## src/rtl/clcd_pkg.sv

```systemverilog
// Shared types, codes and constants of the character LCD nibble writer.
package clcd_pkg;

    localparam int unsigned WAIT_W = 16;
    localparam int unsigned NIB_W  = 4;
    localparam int unsigned BYTE_W = 8;
    localparam int unsigned OP_W   = 3;
    localparam int unsigned COL_W  = 6;
    localparam int unsigned PH_W   = 3;
    localparam int unsigned BIDX_W = 2;
    localparam int unsigned CIDX_W = 2;

    localparam logic [WAIT_W-1:0] PULSE_WAIT_RST   = 16'd1000;
    localparam logic [WAIT_W-1:0] COMMAND_WAIT_RST = 16'd10000;
    localparam logic [WAIT_W-1:0] DATA_WAIT_RST    = 16'd1000;

    localparam logic [BYTE_W-1:0] CMD_FUNC_SET  = 8'h28;
    localparam logic [BYTE_W-1:0] CMD_DISP_ON   = 8'h0C;
    localparam logic [BYTE_W-1:0] CMD_ENTRY     = 8'h06;
    localparam logic [BYTE_W-1:0] CMD_CLEAR     = 8'h01;
    localparam logic [BYTE_W-1:0] CMD_SET_DDRAM = 8'h80;

    // Event phases within one byte
    localparam logic [PH_W-1:0] PH_HI_EN   = 3'd0;
    localparam logic [PH_W-1:0] PH_HI_LOW  = 3'd1;
    localparam logic [PH_W-1:0] PH_LO_EN   = 3'd2;
    localparam logic [PH_W-1:0] PH_LO_LOW  = 3'd3;
    localparam logic [PH_W-1:0] PH_SETTLE  = 3'd4;

    localparam logic [BIDX_W-1:0] INIT_LAST_IDX = 2'd3;

    typedef enum logic [OP_W-1:0] {
        OP_COMMAND = 3'd0,
        OP_DATA    = 3'd1,
        OP_CURSOR  = 3'd2,
        OP_CLEAR   = 3'd3,
        OP_INIT    = 3'd4
    } t_op;

    typedef enum logic [CIDX_W-1:0] {
        CFG_PULSE_WAIT   = 2'd0,
        CFG_COMMAND_WAIT = 2'd1,
        CFG_DATA_WAIT    = 2'd2
    } t_cfg_idx;

    typedef enum logic {
        S_IDLE = 1'b0,
        S_SEND = 1'b1
    } t_state;

    // Controller to datapath
    typedef struct packed {
        logic              load;
        logic              emit;
        logic              init;
        logic              last;
        logic [PH_W-1:0]   phase;
        logic [BIDX_W-1:0] byte_idx;
    } t_cmd;

    // Datapath to controller
    typedef struct packed {
        logic out_free;
    } t_status;

    function automatic logic [BYTE_W-1:0] init_byte(input logic [BIDX_W-1:0] idx);
        logic [BYTE_W-1:0] b;
        case (idx)
            2'd0:    b = CMD_FUNC_SET;
            2'd1:    b = CMD_DISP_ON;
            2'd2:    b = CMD_ENTRY;
            default: b = CMD_CLEAR;
        endcase
        return b;
    endfunction

endpackage

```

## src/rtl/clcd_if.sv

```systemverilog
// Valid/ready channel interfaces for requests and pin events.
interface clcd_req_if;
    logic                       valid;
    logic                       ready;
    logic [clcd_pkg::OP_W-1:0]   op;
    logic [clcd_pkg::BYTE_W-1:0] value;
    logic                       row;
    logic [clcd_pkg::COL_W-1:0]  col;

    modport source (output valid, op, value, row, col, input ready);
    modport sink   (input valid, op, value, row, col, output ready);
endinterface

interface clcd_evt_if;
    logic                       valid;
    logic                       ready;
    logic [clcd_pkg::NIB_W-1:0]  nibble;
    logic                       reg_select;
    logic                       enable;
    logic [clcd_pkg::WAIT_W-1:0] hold;
    logic                       last;

    modport source (output valid, nibble, reg_select, enable, hold, last, input ready);
    modport sink   (input valid, nibble, reg_select, enable, hold, last, output ready);
endinterface

```

## src/rtl/clcd_ctrl.sv

```systemverilog
// Sequencer that walks the pin events of each request.
module clcd_ctrl (
    input  logic                     i_clk,
    input  logic                     i_rst_n,
    input  logic                     i_req_valid,
    input  logic [clcd_pkg::OP_W-1:0] i_req_op,
    input  clcd_pkg::t_status        i_status,
    output logic                     o_req_ready,
    output clcd_pkg::t_cmd           o_cmd
);

    clcd_pkg::t_state r_state, n_state;
    logic [clcd_pkg::PH_W-1:0]   r_phase, n_phase;
    logic [clcd_pkg::BIDX_W-1:0] r_byte_idx, n_byte_idx;
    logic                        r_init, n_init;

    logic accept;
    logic op_known;
    logic ev_last;
    logic byte_end;

    assign op_known = (i_req_op == clcd_pkg::OP_COMMAND) || (i_req_op == clcd_pkg::OP_DATA)
                   || (i_req_op == clcd_pkg::OP_CURSOR)  || (i_req_op == clcd_pkg::OP_CLEAR)
                   || (i_req_op == clcd_pkg::OP_INIT);
    assign accept   = i_req_valid && (r_state == clcd_pkg::S_IDLE);
    assign byte_end = (r_phase == clcd_pkg::PH_SETTLE);
    assign ev_last  = byte_end && (!r_init || (r_byte_idx == clcd_pkg::INIT_LAST_IDX));

    // Next state
    always_comb begin
        n_state    = r_state;
        n_phase    = r_phase;
        n_byte_idx = r_byte_idx;
        n_init     = r_init;
        unique case (r_state)
            clcd_pkg::S_IDLE: begin
                if (accept && op_known) begin
                    n_state    = clcd_pkg::S_SEND;
                    n_phase    = clcd_pkg::PH_HI_EN;
                    n_byte_idx = '0;
                    n_init     = (i_req_op == clcd_pkg::OP_INIT);
                end
            end
            clcd_pkg::S_SEND: begin
                if (i_status.out_free) begin
                    if (byte_end) begin
                        n_phase    = clcd_pkg::PH_HI_EN;
                        n_byte_idx = r_byte_idx + 1'b1;
                    end else begin
                        n_phase = r_phase + 1'b1;
                    end
                    if (ev_last) begin
                        n_state = clcd_pkg::S_IDLE;
                    end
                end
            end
            default: n_state = clcd_pkg::S_IDLE;
        endcase
    end

    // Outputs
    always_comb begin
        o_req_ready    = 1'b0;
        o_cmd          = '0;
        o_cmd.phase    = r_phase;
        o_cmd.byte_idx = r_byte_idx;
        o_cmd.init     = r_init;
        o_cmd.last     = ev_last;
        unique case (r_state)
            clcd_pkg::S_IDLE: begin
                o_req_ready = 1'b1;
                o_cmd.load  = accept && op_known;
            end
            clcd_pkg::S_SEND: begin
                o_cmd.emit = i_status.out_free;
            end
            default: o_req_ready = 1'b0;
        endcase
    end

    always_ff @(posedge i_clk) begin
        if (!i_rst_n) begin
            r_state    <= clcd_pkg::S_IDLE;
            r_phase    <= '0;
            r_byte_idx <= '0;
            r_init     <= 1'b0;
        end else begin
            r_state    <= n_state;
            r_phase    <= n_phase;
            r_byte_idx <= n_byte_idx;
            r_init     <= n_init;
        end
    end

endmodule

```

## src/rtl/clcd_dp.sv

```systemverilog
// Datapath: wait registers, byte latch and the event output register.
module clcd_dp (
    input  logic                         i_clk,
    input  logic                         i_rst_n,
    input  logic                         i_cfg_we,
    input  logic [clcd_pkg::CIDX_W-1:0]  i_cfg_index,
    input  logic [clcd_pkg::WAIT_W-1:0]  i_cfg_wdata,
    input  logic [clcd_pkg::OP_W-1:0]    i_op,
    input  logic [clcd_pkg::BYTE_W-1:0]  i_value,
    input  logic                         i_row,
    input  logic [clcd_pkg::COL_W-1:0]   i_col,
    input  clcd_pkg::t_cmd               i_cmd,
    input  logic                         i_out_ready,
    output clcd_pkg::t_status            o_status,
    output logic                         o_out_valid,
    output logic [clcd_pkg::NIB_W-1:0]   o_nibble,
    output logic                         o_reg_select,
    output logic                         o_enable,
    output logic [clcd_pkg::WAIT_W-1:0]  o_hold,
    output logic                         o_last
);

    logic [clcd_pkg::WAIT_W-1:0] r_pulse_wait, r_command_wait, r_data_wait;
    logic [clcd_pkg::BYTE_W-1:0] r_byte, n_byte;
    logic                        r_rs;
    logic                        r_out_valid;
    logic [clcd_pkg::NIB_W-1:0]  r_nibble;
    logic                        r_reg_select;
    logic                        r_enable;
    logic [clcd_pkg::WAIT_W-1:0] r_hold;
    logic                        r_last;

    logic [clcd_pkg::BYTE_W-1:0] ev_byte;
    logic [clcd_pkg::NIB_W-1:0]  ev_nibble;
    logic                        ev_enable;
    logic [clcd_pkg::WAIT_W-1:0] ev_hold;

    // Configuration registers
    always_ff @(posedge i_clk) begin
        if (!i_rst_n) begin
            r_pulse_wait   <= clcd_pkg::PULSE_WAIT_RST;
            r_command_wait <= clcd_pkg::COMMAND_WAIT_RST;
            r_data_wait    <= clcd_pkg::DATA_WAIT_RST;
        end else if (i_cfg_we) begin
            case (i_cfg_index)
                clcd_pkg::CFG_PULSE_WAIT:   r_pulse_wait   <= i_cfg_wdata;
                clcd_pkg::CFG_COMMAND_WAIT: r_command_wait <= i_cfg_wdata;
                clcd_pkg::CFG_DATA_WAIT:    r_data_wait    <= i_cfg_wdata;
                default: ;
            endcase
        end
    end

    // Byte for single-byte requests
    always_comb begin
        unique case (i_op) inside
            clcd_pkg::OP_COMMAND, clcd_pkg::OP_DATA: n_byte = i_value;
            clcd_pkg::OP_CURSOR: n_byte = clcd_pkg::CMD_SET_DDRAM | {1'b0, i_row, i_col};
            default:             n_byte = clcd_pkg::CMD_CLEAR;
        endcase
    end

    always_ff @(posedge i_clk) begin
        if (i_cmd.load) begin
            r_byte <= n_byte;
            r_rs   <= (i_op == clcd_pkg::OP_DATA);
        end
    end

    assign ev_byte   = i_cmd.init ? clcd_pkg::init_byte(i_cmd.byte_idx) : r_byte;
    assign ev_nibble = (i_cmd.phase == clcd_pkg::PH_HI_EN || i_cmd.phase == clcd_pkg::PH_HI_LOW)
                     ? ev_byte[clcd_pkg::BYTE_W-1:clcd_pkg::NIB_W]
                     : ev_byte[clcd_pkg::NIB_W-1:0];
    assign ev_enable = (i_cmd.phase == clcd_pkg::PH_HI_EN) || (i_cmd.phase == clcd_pkg::PH_LO_EN);
    assign ev_hold   = (i_cmd.phase != clcd_pkg::PH_SETTLE) ? r_pulse_wait
                     : (r_rs ? r_data_wait : r_command_wait);

    // Output register: load on emit, drop valid once taken
    always_ff @(posedge i_clk) begin
        if (!i_rst_n) begin
            r_out_valid <= 1'b0;
        end else if (i_cmd.emit) begin
            r_out_valid <= 1'b1;
        end else if (i_out_ready) begin
            r_out_valid <= 1'b0;
        end
    end

    always_ff @(posedge i_clk) begin
        if (i_cmd.emit) begin
            r_nibble     <= ev_nibble;
            r_reg_select <= r_rs;
            r_enable     <= ev_enable;
            r_hold       <= ev_hold;
            r_last       <= i_cmd.last;
        end
    end

    assign o_status.out_free = !r_out_valid || i_out_ready;
    assign o_out_valid  = r_out_valid;
    assign o_nibble     = r_nibble;
    assign o_reg_select = r_reg_select;
    assign o_enable     = r_enable;
    assign o_hold       = r_hold;
    assign o_last       = r_last;

endmodule

```

## src/rtl/char_lcd_nibble_writer_unit.sv

```systemverilog
// Top level of the character LCD nibble writer: controller, datapath, checks.
//
//  channel  | dir | word                           | handshake
//  ---------+-----+--------------------------------+-------------------
//  i_req    | in  | op, value, row, col            | valid/ready
//  o_evt    | out | nibble, reg_select, enable,    | valid/ready
//           |     | hold, last                     |
//  cfg      | in  | i_cfg_index, i_cfg_wdata       | i_cfg_we, no wait
//
// A request is taken when the sequencer is idle. Each byte then yields five
// event words, one per cycle while the output register drains; an unknown
// op is taken and dropped. The single output register sets the pace:
// a stalled sink holds the sequencer on the current event. The next request
// is taken while the final event of the previous one still waits in that
// register. Synchronous active-low reset clears the sequencer and output
// valid and loads the wait registers with their default values.
module char_lcd_nibble_writer_unit (
    input  logic                         i_clk,
    input  logic                         i_rst_n,
    clcd_req_if.sink                     i_req,
    clcd_evt_if.source                   o_evt,
    input  logic                         i_cfg_we,
    input  logic [clcd_pkg::CIDX_W-1:0]  i_cfg_index,
    input  logic [clcd_pkg::WAIT_W-1:0]  i_cfg_wdata
);

    clcd_pkg::t_cmd    cmd;
    clcd_pkg::t_status status;

    // Sequencer: phase and byte counters, request handshake
    clcd_ctrl u_ctrl (
        .i_clk       (i_clk),
        .i_rst_n     (i_rst_n),
        .i_req_valid (i_req.valid),
        .i_req_op    (i_req.op),
        .i_status    (status),
        .o_req_ready (i_req.ready),
        .o_cmd       (cmd)
    );

    // Datapath: byte build, nibble split, hold select, output word register
    clcd_dp u_dp (
        .i_clk        (i_clk),
        .i_rst_n      (i_rst_n),
        .i_cfg_we     (i_cfg_we),
        .i_cfg_index  (i_cfg_index),
        .i_cfg_wdata  (i_cfg_wdata),
        .i_op         (i_req.op),
        .i_value      (i_req.value),
        .i_row        (i_req.row),
        .i_col        (i_req.col),
        .i_cmd        (cmd),
        .i_out_ready  (o_evt.ready),
        .o_status     (status),
        .o_out_valid  (o_evt.valid),
        .o_nibble     (o_evt.nibble),
        .o_reg_select (o_evt.reg_select),
        .o_enable     (o_evt.enable),
        .o_hold       (o_evt.hold),
        .o_last       (o_evt.last)
    );

    // No request is taken while events of the previous one are still issued
    a_no_accept_while_emit: assert property (@(posedge i_clk) disable iff (!i_rst_n)
        cmd.emit |-> !i_req.ready)
        else $error("request ready while events are being issued");

    // A started request holds the request channel off on the next cycle
    a_load_blocks: assert property (@(posedge i_clk) disable iff (!i_rst_n)
        cmd.load |=> !i_req.ready)
        else $error("request channel open right after a request started");

    // Issuing the final event frees the sequencer on the next cycle
    a_last_frees: assert property (@(posedge i_clk) disable iff (!i_rst_n)
        (cmd.emit && cmd.last) |=> i_req.ready)
        else $error("sequencer not idle after final event");

    // The settle event always closes a byte with enable low
    a_settle_low: assert property (@(posedge i_clk) disable iff (!i_rst_n)
        (cmd.emit && cmd.phase == clcd_pkg::PH_SETTLE) |=> (o_evt.valid && !o_evt.enable))
        else $error("settle event issued with enable high");

endmodule

```

## src/flat_wrapper.sv

```systemverilog
// flat-port wrapper written by rule: the top's interface ports become plain ports
module char_lcd_nibble_writer_unit_flat 
  (i_clk, i_rst_n, i_cfg_we, i_cfg_index, i_cfg_wdata, i_req_valid, i_req_op, i_req_value, i_req_row, i_req_col, i_req_ready, o_evt_valid, o_evt_nibble, o_evt_reg_select, o_evt_enable, o_evt_hold, o_evt_last, o_evt_ready);
  clcd_req_if i_req_i ();
  clcd_evt_if o_evt_i ();
  input  logic i_clk;
  input  logic i_rst_n;
  input  logic i_cfg_we;
  input  logic [clcd_pkg::CIDX_W-1:0] i_cfg_index;
  input  logic [clcd_pkg::WAIT_W-1:0] i_cfg_wdata;
  input wire logic [$bits(i_req_i.valid)-1:0] i_req_valid;
  input wire logic [$bits(i_req_i.op)-1:0] i_req_op;
  input wire logic [$bits(i_req_i.value)-1:0] i_req_value;
  input wire logic [$bits(i_req_i.row)-1:0] i_req_row;
  input wire logic [$bits(i_req_i.col)-1:0] i_req_col;
  output wire logic [$bits(i_req_i.ready)-1:0] i_req_ready;
  output wire logic [$bits(o_evt_i.valid)-1:0] o_evt_valid;
  output wire logic [$bits(o_evt_i.nibble)-1:0] o_evt_nibble;
  output wire logic [$bits(o_evt_i.reg_select)-1:0] o_evt_reg_select;
  output wire logic [$bits(o_evt_i.enable)-1:0] o_evt_enable;
  output wire logic [$bits(o_evt_i.hold)-1:0] o_evt_hold;
  output wire logic [$bits(o_evt_i.last)-1:0] o_evt_last;
  input wire logic [$bits(o_evt_i.ready)-1:0] o_evt_ready;
  assign i_req_i.valid = i_req_valid;
  assign i_req_i.op = i_req_op;
  assign i_req_i.value = i_req_value;
  assign i_req_i.row = i_req_row;
  assign i_req_i.col = i_req_col;
  assign i_req_ready = i_req_i.ready;
  assign o_evt_valid = o_evt_i.valid;
  assign o_evt_nibble = o_evt_i.nibble;
  assign o_evt_reg_select = o_evt_i.reg_select;
  assign o_evt_enable = o_evt_i.enable;
  assign o_evt_hold = o_evt_i.hold;
  assign o_evt_last = o_evt_i.last;
  assign o_evt_i.ready = o_evt_ready;
  char_lcd_nibble_writer_unit u_core (.i_clk(i_clk), .i_rst_n(i_rst_n), .i_req(i_req_i), .o_evt(o_evt_i), .i_cfg_we(i_cfg_we), .i_cfg_index(i_cfg_index), .i_cfg_wdata(i_cfg_wdata));
endmodule
```

## config.mk

```make
export PLATFORM = sky130hd
export DESIGN_NAME = char_lcd_nibble_writer_unit_flat
export DESIGN_NICKNAME = d
export VERILOG_FILES = /design/src/rtl/clcd_pkg.sv /design/src/rtl/clcd_if.sv /design/src/rtl/clcd_ctrl.sv /design/src/rtl/clcd_dp.sv /design/src/rtl/char_lcd_nibble_writer_unit.sv /design/src/flat_wrapper.sv
export SDC_FILE = /design/constraint.sdc
export NUM_CORES = 1
export LEC_CHECK = 0
export BUFFER_PORTS_ARGS = -buffer_cell sky130_fd_sc_hd__buf_2
export CAP_MARGIN = 20
export CELL_PAD_IN_SITES_DETAIL_PLACEMENT = 1
export CELL_PAD_IN_SITES_GLOBAL_PLACEMENT = 1
export CORE_MARGIN = 2
export CORE_UTILIZATION = 36
export CTS_BUF_LIST = sky130_fd_sc_hd__clkbuf_2 sky130_fd_sc_hd__clkbuf_4 sky130_fd_sc_hd__clkbuf_8
export CTS_CLUSTER_SIZE = 8
export DETAILED_ROUTE_END_ITERATION = 8
export PLACE_DENSITY = 0.7
export REMOVE_ABC_BUFFERS = 1
export SYNTH_ARGS = -nofsm -noshare
export SYNTH_HDL_FRONTEND = slang
export SYNTH_SLANG_ARGS = --single-unit
```

## constraint.sdc

```tcl
create_clock -name i_clk -period 1.8 [get_ports i_clk]
set_clock_uncertainty 0.1 [all_clocks]
set_input_delay 0.18 -clock i_clk [delete_from_list [all_inputs] [get_ports i_clk]]
set_output_delay 0.18 -clock i_clk [all_outputs]
set_load 0.01 [all_outputs]
```

# Yosys cells after proc, flatten, opt, wreduce, memory -nomap -nowiden
# Index checks and enable logic that the tools add are counted.
# op_classes
n_addsub	2
n_eq_ne	16
muxes	23
bitwise_logic	1
reduce_logical	25
# op_table
op	count
$mux 16	2
$pmux 6 s3	1
$pmux 8 s2	1
$reduce_and 2->1	5
$eq 3x2->1 const B	3
$mux 3	3
$logic_or 1x1->1	8
$mux 1	8
$mux 8	1
$eq 2x2->1 const B	3
$eq 3x1->1 const B	2
$eq 3x3->1 const B	2
$logic_not 3->1	2
$mux 2	3
$pmux 3 s2	1
$eq 2x1->1 const B	2
$logic_not 2->1	2
$mux 4	1
$ne 2x1->1 const B	2
$pmux 2 s2	1
$add 3x1->3 const B	1
$logic_and 1x1->1	3
$ne 3x3->1 const B	1
$reduce_and 3->1	1
7 further kinds	8
# word_totals
reg_bits	88
inputBits	41
output_inout_bits	25
word_cells	82

# Logic depth before layout (Yosys ltp)
# Gate-level depths: netlist of the first run.
# logic_depth
word_depth	8
ltp_mapped	6
depth_no_buf	6

# Modules after synthesis
# A second synthesis of the first run with hierarchy kept.
# hier_totals
hier_cells	367
hier_area_um2	3856.2
# modules_own_cells
module	n_inst	cells_per_inst	area_per_inst_um2	seq_area_each_um2
clcd_dp	1	317	3428.3	1941.9
clcd_ctrl	1	50	427.9	140.1

# Least setup slack after synthesis of the first run
# OpenSTA, ideal clock, no wires.
# synth_path
kind	register -> register
startpoint	reg u_core.u_ctrl.r_phase[0] in the netlist's numbering
endpoint	reg u_core.u_dp.r_nibble, in the netlist u_core.u_dp.o_nibble[1], data pin
setup_ns	0.272
arrival_ns	1.504
required_ns	1.428
slack_ns	-0.075
path_stages_with_launch	5
path_buffers	0
period_less_slack_ns	1.875
cell_sequence	dfxtp_1 inv_1 ha_1 o21bai_2 mux4_2
# synth_via
elab_chain_len	3
elab_cells_between_ends	4
# synth_lines
element	line_no	source
start: declaration	clcd_ctrl.sv:13	logic [clcd_pkg::PH_W-1:0] r_phase, n_phase;
start signal: assignment	clcd_ctrl.sv:89	r_phase <= n_phase;
$eq 3x1->1 / $logic_not 3->1 (equally long branches)	clcd_dp.sv:71	assign ev_nibble = (i_cmd.phase == clcd_pkg::PH_HI_EN || i_cmd.phase == clcd_pkg::PH_HI_LOW)
$logic_or 1x1->1 (*)	clcd_dp.sv:71	
$mux 4 (*)	clcd_dp.sv:72	? ev_byte[clcd_pkg::BYTE_W-1:clcd_pkg::NIB_W]
via u_core.u_dp.ev_nibble, one bit	clcd_dp.sv:34	logic [clcd_pkg::NIB_W-1:0] ev_nibble;
end signal: assignment	clcd_dp.sv:91	r_nibble <= ev_nibble;
end: declaration	clcd_dp.sv:27	logic [clcd_pkg::NIB_W-1:0] r_nibble;
# The timed path passes the listed nets; every way through them passes the cells marked *.
# A chain may end at the register's enable or synchronous reset.

# Worst setup path after layout of the first run
# layout_path
startpoint	reg u_core.u_ctrl.r_phase[1] in the netlist's numbering
endpoint	reg u_core.u_dp.r_nibble, in the netlist u_core.u_dp.o_nibble[1], data pin
# Same word-level chain as after synthesis.

==> run_results.csv, run 1 <==
group,metric,value,unit
global_route,track_usage,17.7,%
timing,rsz0062_at_grt,"false",
worst_setup_path,required,1.80,ns
global_route,grt_max_degree,59,
yosys,synth_top_family_by_area,"simple AND/OR/NAND/NOR gates",
yosys,synth_flop_cell,"dfxtp_1",
detailed_routing,finalWirelength,9730,µm
floorplanning,io_pins,66,
floorplanning,core,10400,µm²
hold_path,hold-path-cell-count,3,
floorplanning,die_height,107,µm
layout,insertedDiodeCount,0,
clock_network,cts_buffer_depth,2,
timing,hold_viol,0,
power,finalPower,4.09,mW
detailed_routing,vias,3065,
placement,place_congestion,0.704,
timing,setup_ws,0.111,ns
yosys,synth-xor-area-share,0,%
global_route,grt_pass1_wl,15500,µm
hold_path,hold_path_class,"input pin to flop",
layout,multiInputGateArea,1590,µm²
timing,drv_slew,0,
layout,final_util,45.2,%
clock_network,cts_tree,"built",
yosys,synth_edf_count,32,
yosys,avgSynthCellArea,9.70,µm²
timing,setup-violations-final,0,
yosys,yosys.area_share.simple,20.9,%
placement,dp_slack,0.0315,ns
power,p_leak,1.88,nW
status,status,"completed",
worst_setup_path,worstSetupStartpointType,"flop",
layout,fin_cells,616,
global_route,antenna_found_initial,0,
clock_network,clock_latency,0.36,ns
floorplanning,die_w,107,µm
floorplanning,row_count,37,
clock_network,clk_pin_slew,0.08,ns
hold_path,whs_endpoint,"u_core.u_dp.r_byte[5]",
timing,fin_crit_sh,93.8,%
clock_network,cts_setup_buffers,0,
timing,tightest_slew,0.466,ns
layout,final_common_cell,"nand2_1",
yosys,synth_compound_area_share,12.0,%
detailed_routing,ant_nets,0,
worst_setup_path,crit_arrival,1.69,ns
detailed_routing,wl_per_cell,15.8,µm
worst_setup_path,r2r-start,"u_core.u_ctrl.r_phase[1]",
clock_network,cts-buffers-inserted,9,
global_route,grt_pass1_vias,3170,
placement,dp_hpwl,6320,µm
timing,layout_min_cycle_time,1.69,ns
placement,dp_cells,584,
worst_setup_path,rr_endpoint,"u_core.u_dp.o_nibble[1]",
detailed_routing,drc,0,
yosys,yosys.area_share.adder,2.60,%
placement,port_buffers,65,
yosys,synthArstFlopShare,0,%
timing,maxSlewHeadroom,68.8,%
global_route,grt-ovfl-total,0,
power,peakVddDrop,0.312,mV
clock_network,clkSinkCount,88,
yosys,ys_seq_elements,88,
clock_network,htree_levels,3,
layout,fillerInstances,1205,
worst_setup_path,cp_max_fo,3,
yosys,muxShareOfSynthArea,5.78,%
layout,area_delta_synth_final,21.8,%
yosys,yosys_warnings,0,
yosys,post_synth_num_cell_types,35,
floorplanning,initial_utilization,37.1,%
yosys,postSynthCellCount,397,
clock_network,root_buffer,"clkbuf_8",
worst_setup_path,end_kind,"flop",
worst_setup_path,r2r_setup_slack,0.11,ns
worst_setup_path,worst_r2r_path_depth,4,
power,power_density,873,nW/µm²
detailed_routing,viasPerCell,4.98,
timing,fmax,592,MHz
hold_path,worstHoldStart,"i_req_value[5]",
layout,nNetsFinal,524,
worst_setup_path,path_class,"flop to flop",
layout,regArea,2080,µm²
detailed_routing,drt_pre_antenna_iters,4,
timing,setup_tns,0,ns
yosys,netlist_area,3850,µm²
detailed_routing,drt_iter0_drc,102,
yosys,ys_seq_area_share,54.1,%
floorplanning,die-area,11500,µm²
layout,mostFrequentLayoutCells,"117 x nand2_1, 65 x buf_2, 54 x dfxtp_1, 32 x edfxtp_1, 30 x a21boi_0",
layout,drive_gt1_share,21.7,%
job,max-cap-violations,0,
## cells in the mapped netlist (2+ instances only)
| cell type | n | area (µm²) |
|---|---|---|
| nor2_1 | 6 | 22.5 |
| buf_6 | 3 | 33.8 |
| and3b_2 | 2 | 20.0 |
| nand2_1 | 117 | 439 |
| nand3b_2 | 2 | 22.5 |
| nand3b_1 | 6 | 45.0 |
| a21boi_1 | 5 | 37.5 |
| o21ai_0 | 22 | 110 |
| dfxtp_1 | 56 | 1120 |
| nor3b_1 | 2 | 15.0 |
| inv_1 | 8 | 30.0 |
| ha_1 | 8 | 100 |
| buf_4 | 4 | 30.0 |
| nand3_1 | 26 | 130 |
| a21boi_0 | 30 | 225 |
| nand2b_1 | 7 | 43.8 |
| mux2i_1 | 20 | 200 |
| edfxtp_1 | 32 | 961 |
| buf_2 | 6 | 30.0 |
| clkbuf_1 | 11 | 41.3 |
| a21oi_1 | 9 | 45.0 |
| nand4_1 | 2 | 12.5 |
## power by group
part | internal, mW | switching (mW)
Combinational | 0.197 | 0.245
Clock | 0.767 | 0.684
Sequential | 2.16 | 0.0423
Total | 3.12 | 0.971
## how the worst max path moves through the flow
stage                         endpoint  slack, ns                      from  depth (start not counted)
4_1_cts        u_core.u_dp.o_nibble[1]       0.01  u_core.u_ctrl.r_phase[1]                          4
3_3_place_gp   u_core.u_dp.o_nibble[1]        0.1  u_core.u_ctrl.r_phase[0]                          4
5_1_grt        u_core.u_dp.o_nibble[1]       0.04  u_core.u_ctrl.r_phase[1]                          4
2_1_floorplan  u_core.u_dp.o_nibble[1]      -0.08  u_core.u_ctrl.r_phase[0]                          4
3_5_place_dp   u_core.u_dp.o_nibble[1]       0.03  u_core.u_ctrl.r_phase[0]                          4
6_report       u_core.u_dp.o_nibble[1]       0.11  u_core.u_ctrl.r_phase[1]                          4
## flip-flops by register name, summed over array words and instances, names as in the netlist, 2 cells and up
name / count
u_core.u_dp.o_hold: 16
u_core.u_dp.r_command_wait: 16
u_core.u_dp.r_data_wait: 16
u_core.u_dp.r_pulse_wait: 16
u_core.u_dp.r_byte: 8
u_core.u_dp.o_nibble: 4
u_core.u_ctrl.r_phase: 3
u_core.u_ctrl.r_byte_idx: 2
## logic make-up (layout without fill, tap and decap cells)
logic type / count (synthesis) / in the layout
AND/OR/NAND/NOR: 176 / 176
AO/OA/AOI/OAI: 71 / 71
buffers and inverters: 33 / 116
flip-flops: 88 / 88
multiplexers: 21 / 21
adder cells (fa/ha/maj): 8 / 8
## routing by layer
layer | routed length, µm | up-vias | track usage, % | part of all wire, %
met5 | 0 | - | 0 | 0
met4 | 149 | 0 | 7.69 | 1.5
met3 | 356 | 12 | 3.33 | 3.7
met2 | 4650 | 64 | 29.4 | 48
met1 | 4580 | 1491 | 22.5 | 47
li1 | - | 1498 | - | -
## area by class of cell
cell class	instances	area share [%]
Sequential cell	88	44.4
Tap cell	136	3.63
Inverter	8	0.640
Multi-Input combinational cell	276	33.9
Timing Repair Buffer	92	12.9
Clock inverter	2	0.773
Clock buffer	14	3.71
## through the flow
step / cell area (µm²) / hold WS, ns
floorplan: 3700 / 0.152
global placement: 4320 / 0.327
detailed placement: 4320 / 0.338
CTS: 4690 / 0.0562
global route: 4690 / 0.0875
finish: 4690 / 0.0793
## critical path: stages, from the launching register on
cell,delay (ns)
dfxtp_2,0.35
inv_1,0.07
ha_1,0.20
o21bai_2,0.20
mux4_2,0.51
## timing repair
action                                  CTS  global route
hold buffers                             16             0
gates resized for setup                   0             3
endpoints found under the hold margin    44             0
endpoints found under the setup margin    0             4
Power figures use the tool's default switching activity.
==> run 2: changes to the inputs <==
--- a/config.mk
+++ b/config.mk
@@ -14,7 +14,7 @@
 export CTS_BUF_LIST = sky130_fd_sc_hd__clkbuf_2 sky130_fd_sc_hd__clkbuf_4 sky130_fd_sc_hd__clkbuf_8
 export CTS_CLUSTER_SIZE = 8
 export DETAILED_ROUTE_END_ITERATION = 8
-export PLACE_DENSITY = 0.7
+export PLACE_DENSITY_LB_ADDON = 0.2
 export REMOVE_ABC_BUFFERS = 1
 export SYNTH_ARGS = -nofsm -noshare
 export SYNTH_HDL_FRONTEND = slang
==> run 2 against run 1 <==
  * Sequential power barely moved
  * Non-clock buffer count fell by 1
  * Routed wire length fell by 5.2%
  * Die area did not move
  * Core utilization fell by 0.21 points
  * Sequential share of layout area rose by 0.18 points
  * Worst setup slack got worse by 0.064 ns
  * First-iteration DRC count fell by 47%
  * Critical endpoint unchanged
  * Largest cell class unchanged
  * Largest power group unchanged
==> run_results.csv, run 2 (synthesized netlist as in run 1, its figures left out) <==
group,metric,value,unit
status,status,"completed",
worst_setup_path,required,1.77,ns
placement,dp_cells,587,
layout,drive_gt1_share,21.9,%
hold_path,hold_path_class,"input pin to flop",
worst_setup_path,worst_r2r_path_depth,4,
power,peakVddDrop,0.462,mV
worst_setup_path,rr_endpoint,"u_core.u_dp.o_nibble[1]",
clock_network,clkSinkCount,88,
clock_network,htree_levels,3,
global_route,grt-ovfl-total,0,
detailed_routing,drt_iter0_drc,54,
timing,hold_viol,0,
floorplanning,core,10400,µm²
timing,setup-violations-final,0,
clock_network,clock_latency,0.34,ns
placement,place_area,4340,µm²
clock_network,cts_buffer_depth,2,
detailed_routing,drt_pre_antenna_iters,4,
clock_network,cts-buffers-inserted,9,
placement,dp_slack,0.0577,ns
floorplanning,die_height,107,µm
clock_network,cts_setup_buffers,0,
layout,fin_cells,615,
layout,final_common_cell,"nand2_1",
worst_setup_path,path_class,"flop to flop",
worst_setup_path,cp_max_fo,4,
timing,whs,0.0136,ns
hold_path,whs_endpoint,"u_core.u_dp.r_pulse_wait[15]",
hold_path,hold-path-cell-count,3,
power,power_density,867,nW/µm²
layout,nNetsFinal,523,
layout,mostFrequentLayoutCells,"117 x nand2_1, 65 x buf_2, 55 x dfxtp_1, 32 x edfxtp_1, 30 x a21boi_0",
worst_setup_path,end_kind,"flop",
layout,fillerInstances,1239,
global_route,grt_pass1_wl,15000,µm
timing,drv_slew,0,
layout,area_delta_synth_final,21.3,%
layout,fin_area,4670,µm²
power,p_leak,1.87,nW
worst_setup_path,r2r_setup_slack,0.05,ns
global_route,grt_max_degree,37,
global_route,grt_pass1_vias,3076,
layout,final_util,45.0,%
placement,port_buffers,65,
clock_network,clk_pin_slew,0.08,ns
detailed_routing,drc,0,
timing,tightest_slew,0.449,ns
layout,multiInputGateArea,1590,µm²
detailed_routing,wl_per_cell,15.0,µm
floorplanning,die-area,11500,µm²
layout,regArea,2080,µm²
placement,dp_hpwl,6120,µm
placement,place_congestion,0.756,
detailed_routing,finalWirelength,9220,µm
worst_setup_path,crit_arrival,1.73,ns
floorplanning,row_count,37,
timing,fmax,570,MHz
timing,layout_min_cycle_time,1.75,ns
floorplanning,initial_utilization,37.1,%
layout,insertedDiodeCount,0,
timing,rsz0062_at_grt,"false",
global_route,antenna_found_initial,0,
detailed_routing,vias,3030,
hold_path,worstHoldStart,"i_cfg_wdata[15]",
clock_network,root_buffer,"clkbuf_8",
floorplanning,io_pins,66,
worst_setup_path,r2r-start,"u_core.u_ctrl.r_phase[0]",
detailed_routing,ant_nets,0,
worst_setup_path,worstSetupStartpointType,"flop",
floorplanning,die_w,107,µm
timing,setup_ws,0.0471,ns
job,max-cap-violations,0,
clock_network,cts_tree,"built",
timing,fin_crit_sh,97.4,%
timing,maxSlewHeadroom,69.9,%
detailed_routing,viasPerCell,4.93,
global_route,track_usage,16.7,%
==> run 2: cell types whose count changed in the layout (fill, tap and decap cells not counted), sizes merged <==
cell and delta:
clkinvlp +2, clkbuf -2, inv -1, clkinv +1
buf +3, dlygate4sd3 -4
==> run 2: cell type report <==
class / instances / share of cell area (%)
Sequential cell: 88 / 44.6
Multi-Input combinational cell: 276 / 34.0
Timing Repair Buffer: 91 / 12.7
Tap cell: 136 / 3.64
Clock buffer: 12 / 3.27
Clock inverter: 4 / 1.15
Inverter: 8 / 0.643
==> run 2: through the flow <==
step	power (mW)	TNS [ns]
global placement	2.66	0
global route	4.25	0
floorplan	2.44	-0.0754
CTS	4.10	0
finish	4.05	0
detailed placement	2.67	0
==> run 2: worst max-delay path by stage <==
stage	startpoint	to	slack, ns	depth (start not counted)
floorplan	u_core.u_ctrl.r_phase[0]	u_core.u_dp.o_nibble[1]	-0.08	4
global placement	u_core.u_ctrl.r_phase[1]	u_core.u_dp.o_nibble[1]	0.11	4
detailed placement	u_core.u_ctrl.r_phase[1]	u_core.u_dp.o_nibble[1]	0.06	4
CTS	u_core.u_ctrl.r_phase[1]	u_core.u_dp.o_nibble[1]	0.04	4
global route	u_core.u_ctrl.r_phase[1]	u_core.u_dp.o_nibble[1]	0.008	4
finish	u_core.u_ctrl.r_phase[0]	u_core.u_dp.o_nibble[1]	0.05	4
==> run 2: critical path, cell delays in order, from the launching register on <==
cell      delay, ns
dfxtp_1        0.31
buf_4          0.14
ha_1           0.20
o21bai_2       0.22
mux4_2         0.52
==> run 2: repair_timing <==
action	4_1_cts	5_1_grt
hold buffers	12	0
endpoints found under the hold margin	27	0
endpoints found under the setup margin	0	4
resized for setup	0	2
==> run 2: layer usage <==
metal / wire length (µm) / GRT usage [%] / vias to the layer above / part of all wire [%]
met4: 68 / 4.21 / 0 / 0.74
li1: - / - / 1504 / -
met5: 0 / 0 / - / 0
met2: 4490 / 28.9 / 51 / 49
met1: 4370 / 21.4 / 1470 / 47
met3: 289 / 3.09 / 5 / 3.1
==> run 2: power breakdown <==
part | switching [mW] | internal, mW | leakage (nW)
clock network | 0.701 | 0.715 | 0.0996
registers | 0.0391 | 2.16 | 0.748
logic | 0.240 | 0.196 | 1.02
total | 0.980 | 3.07 | 1.87
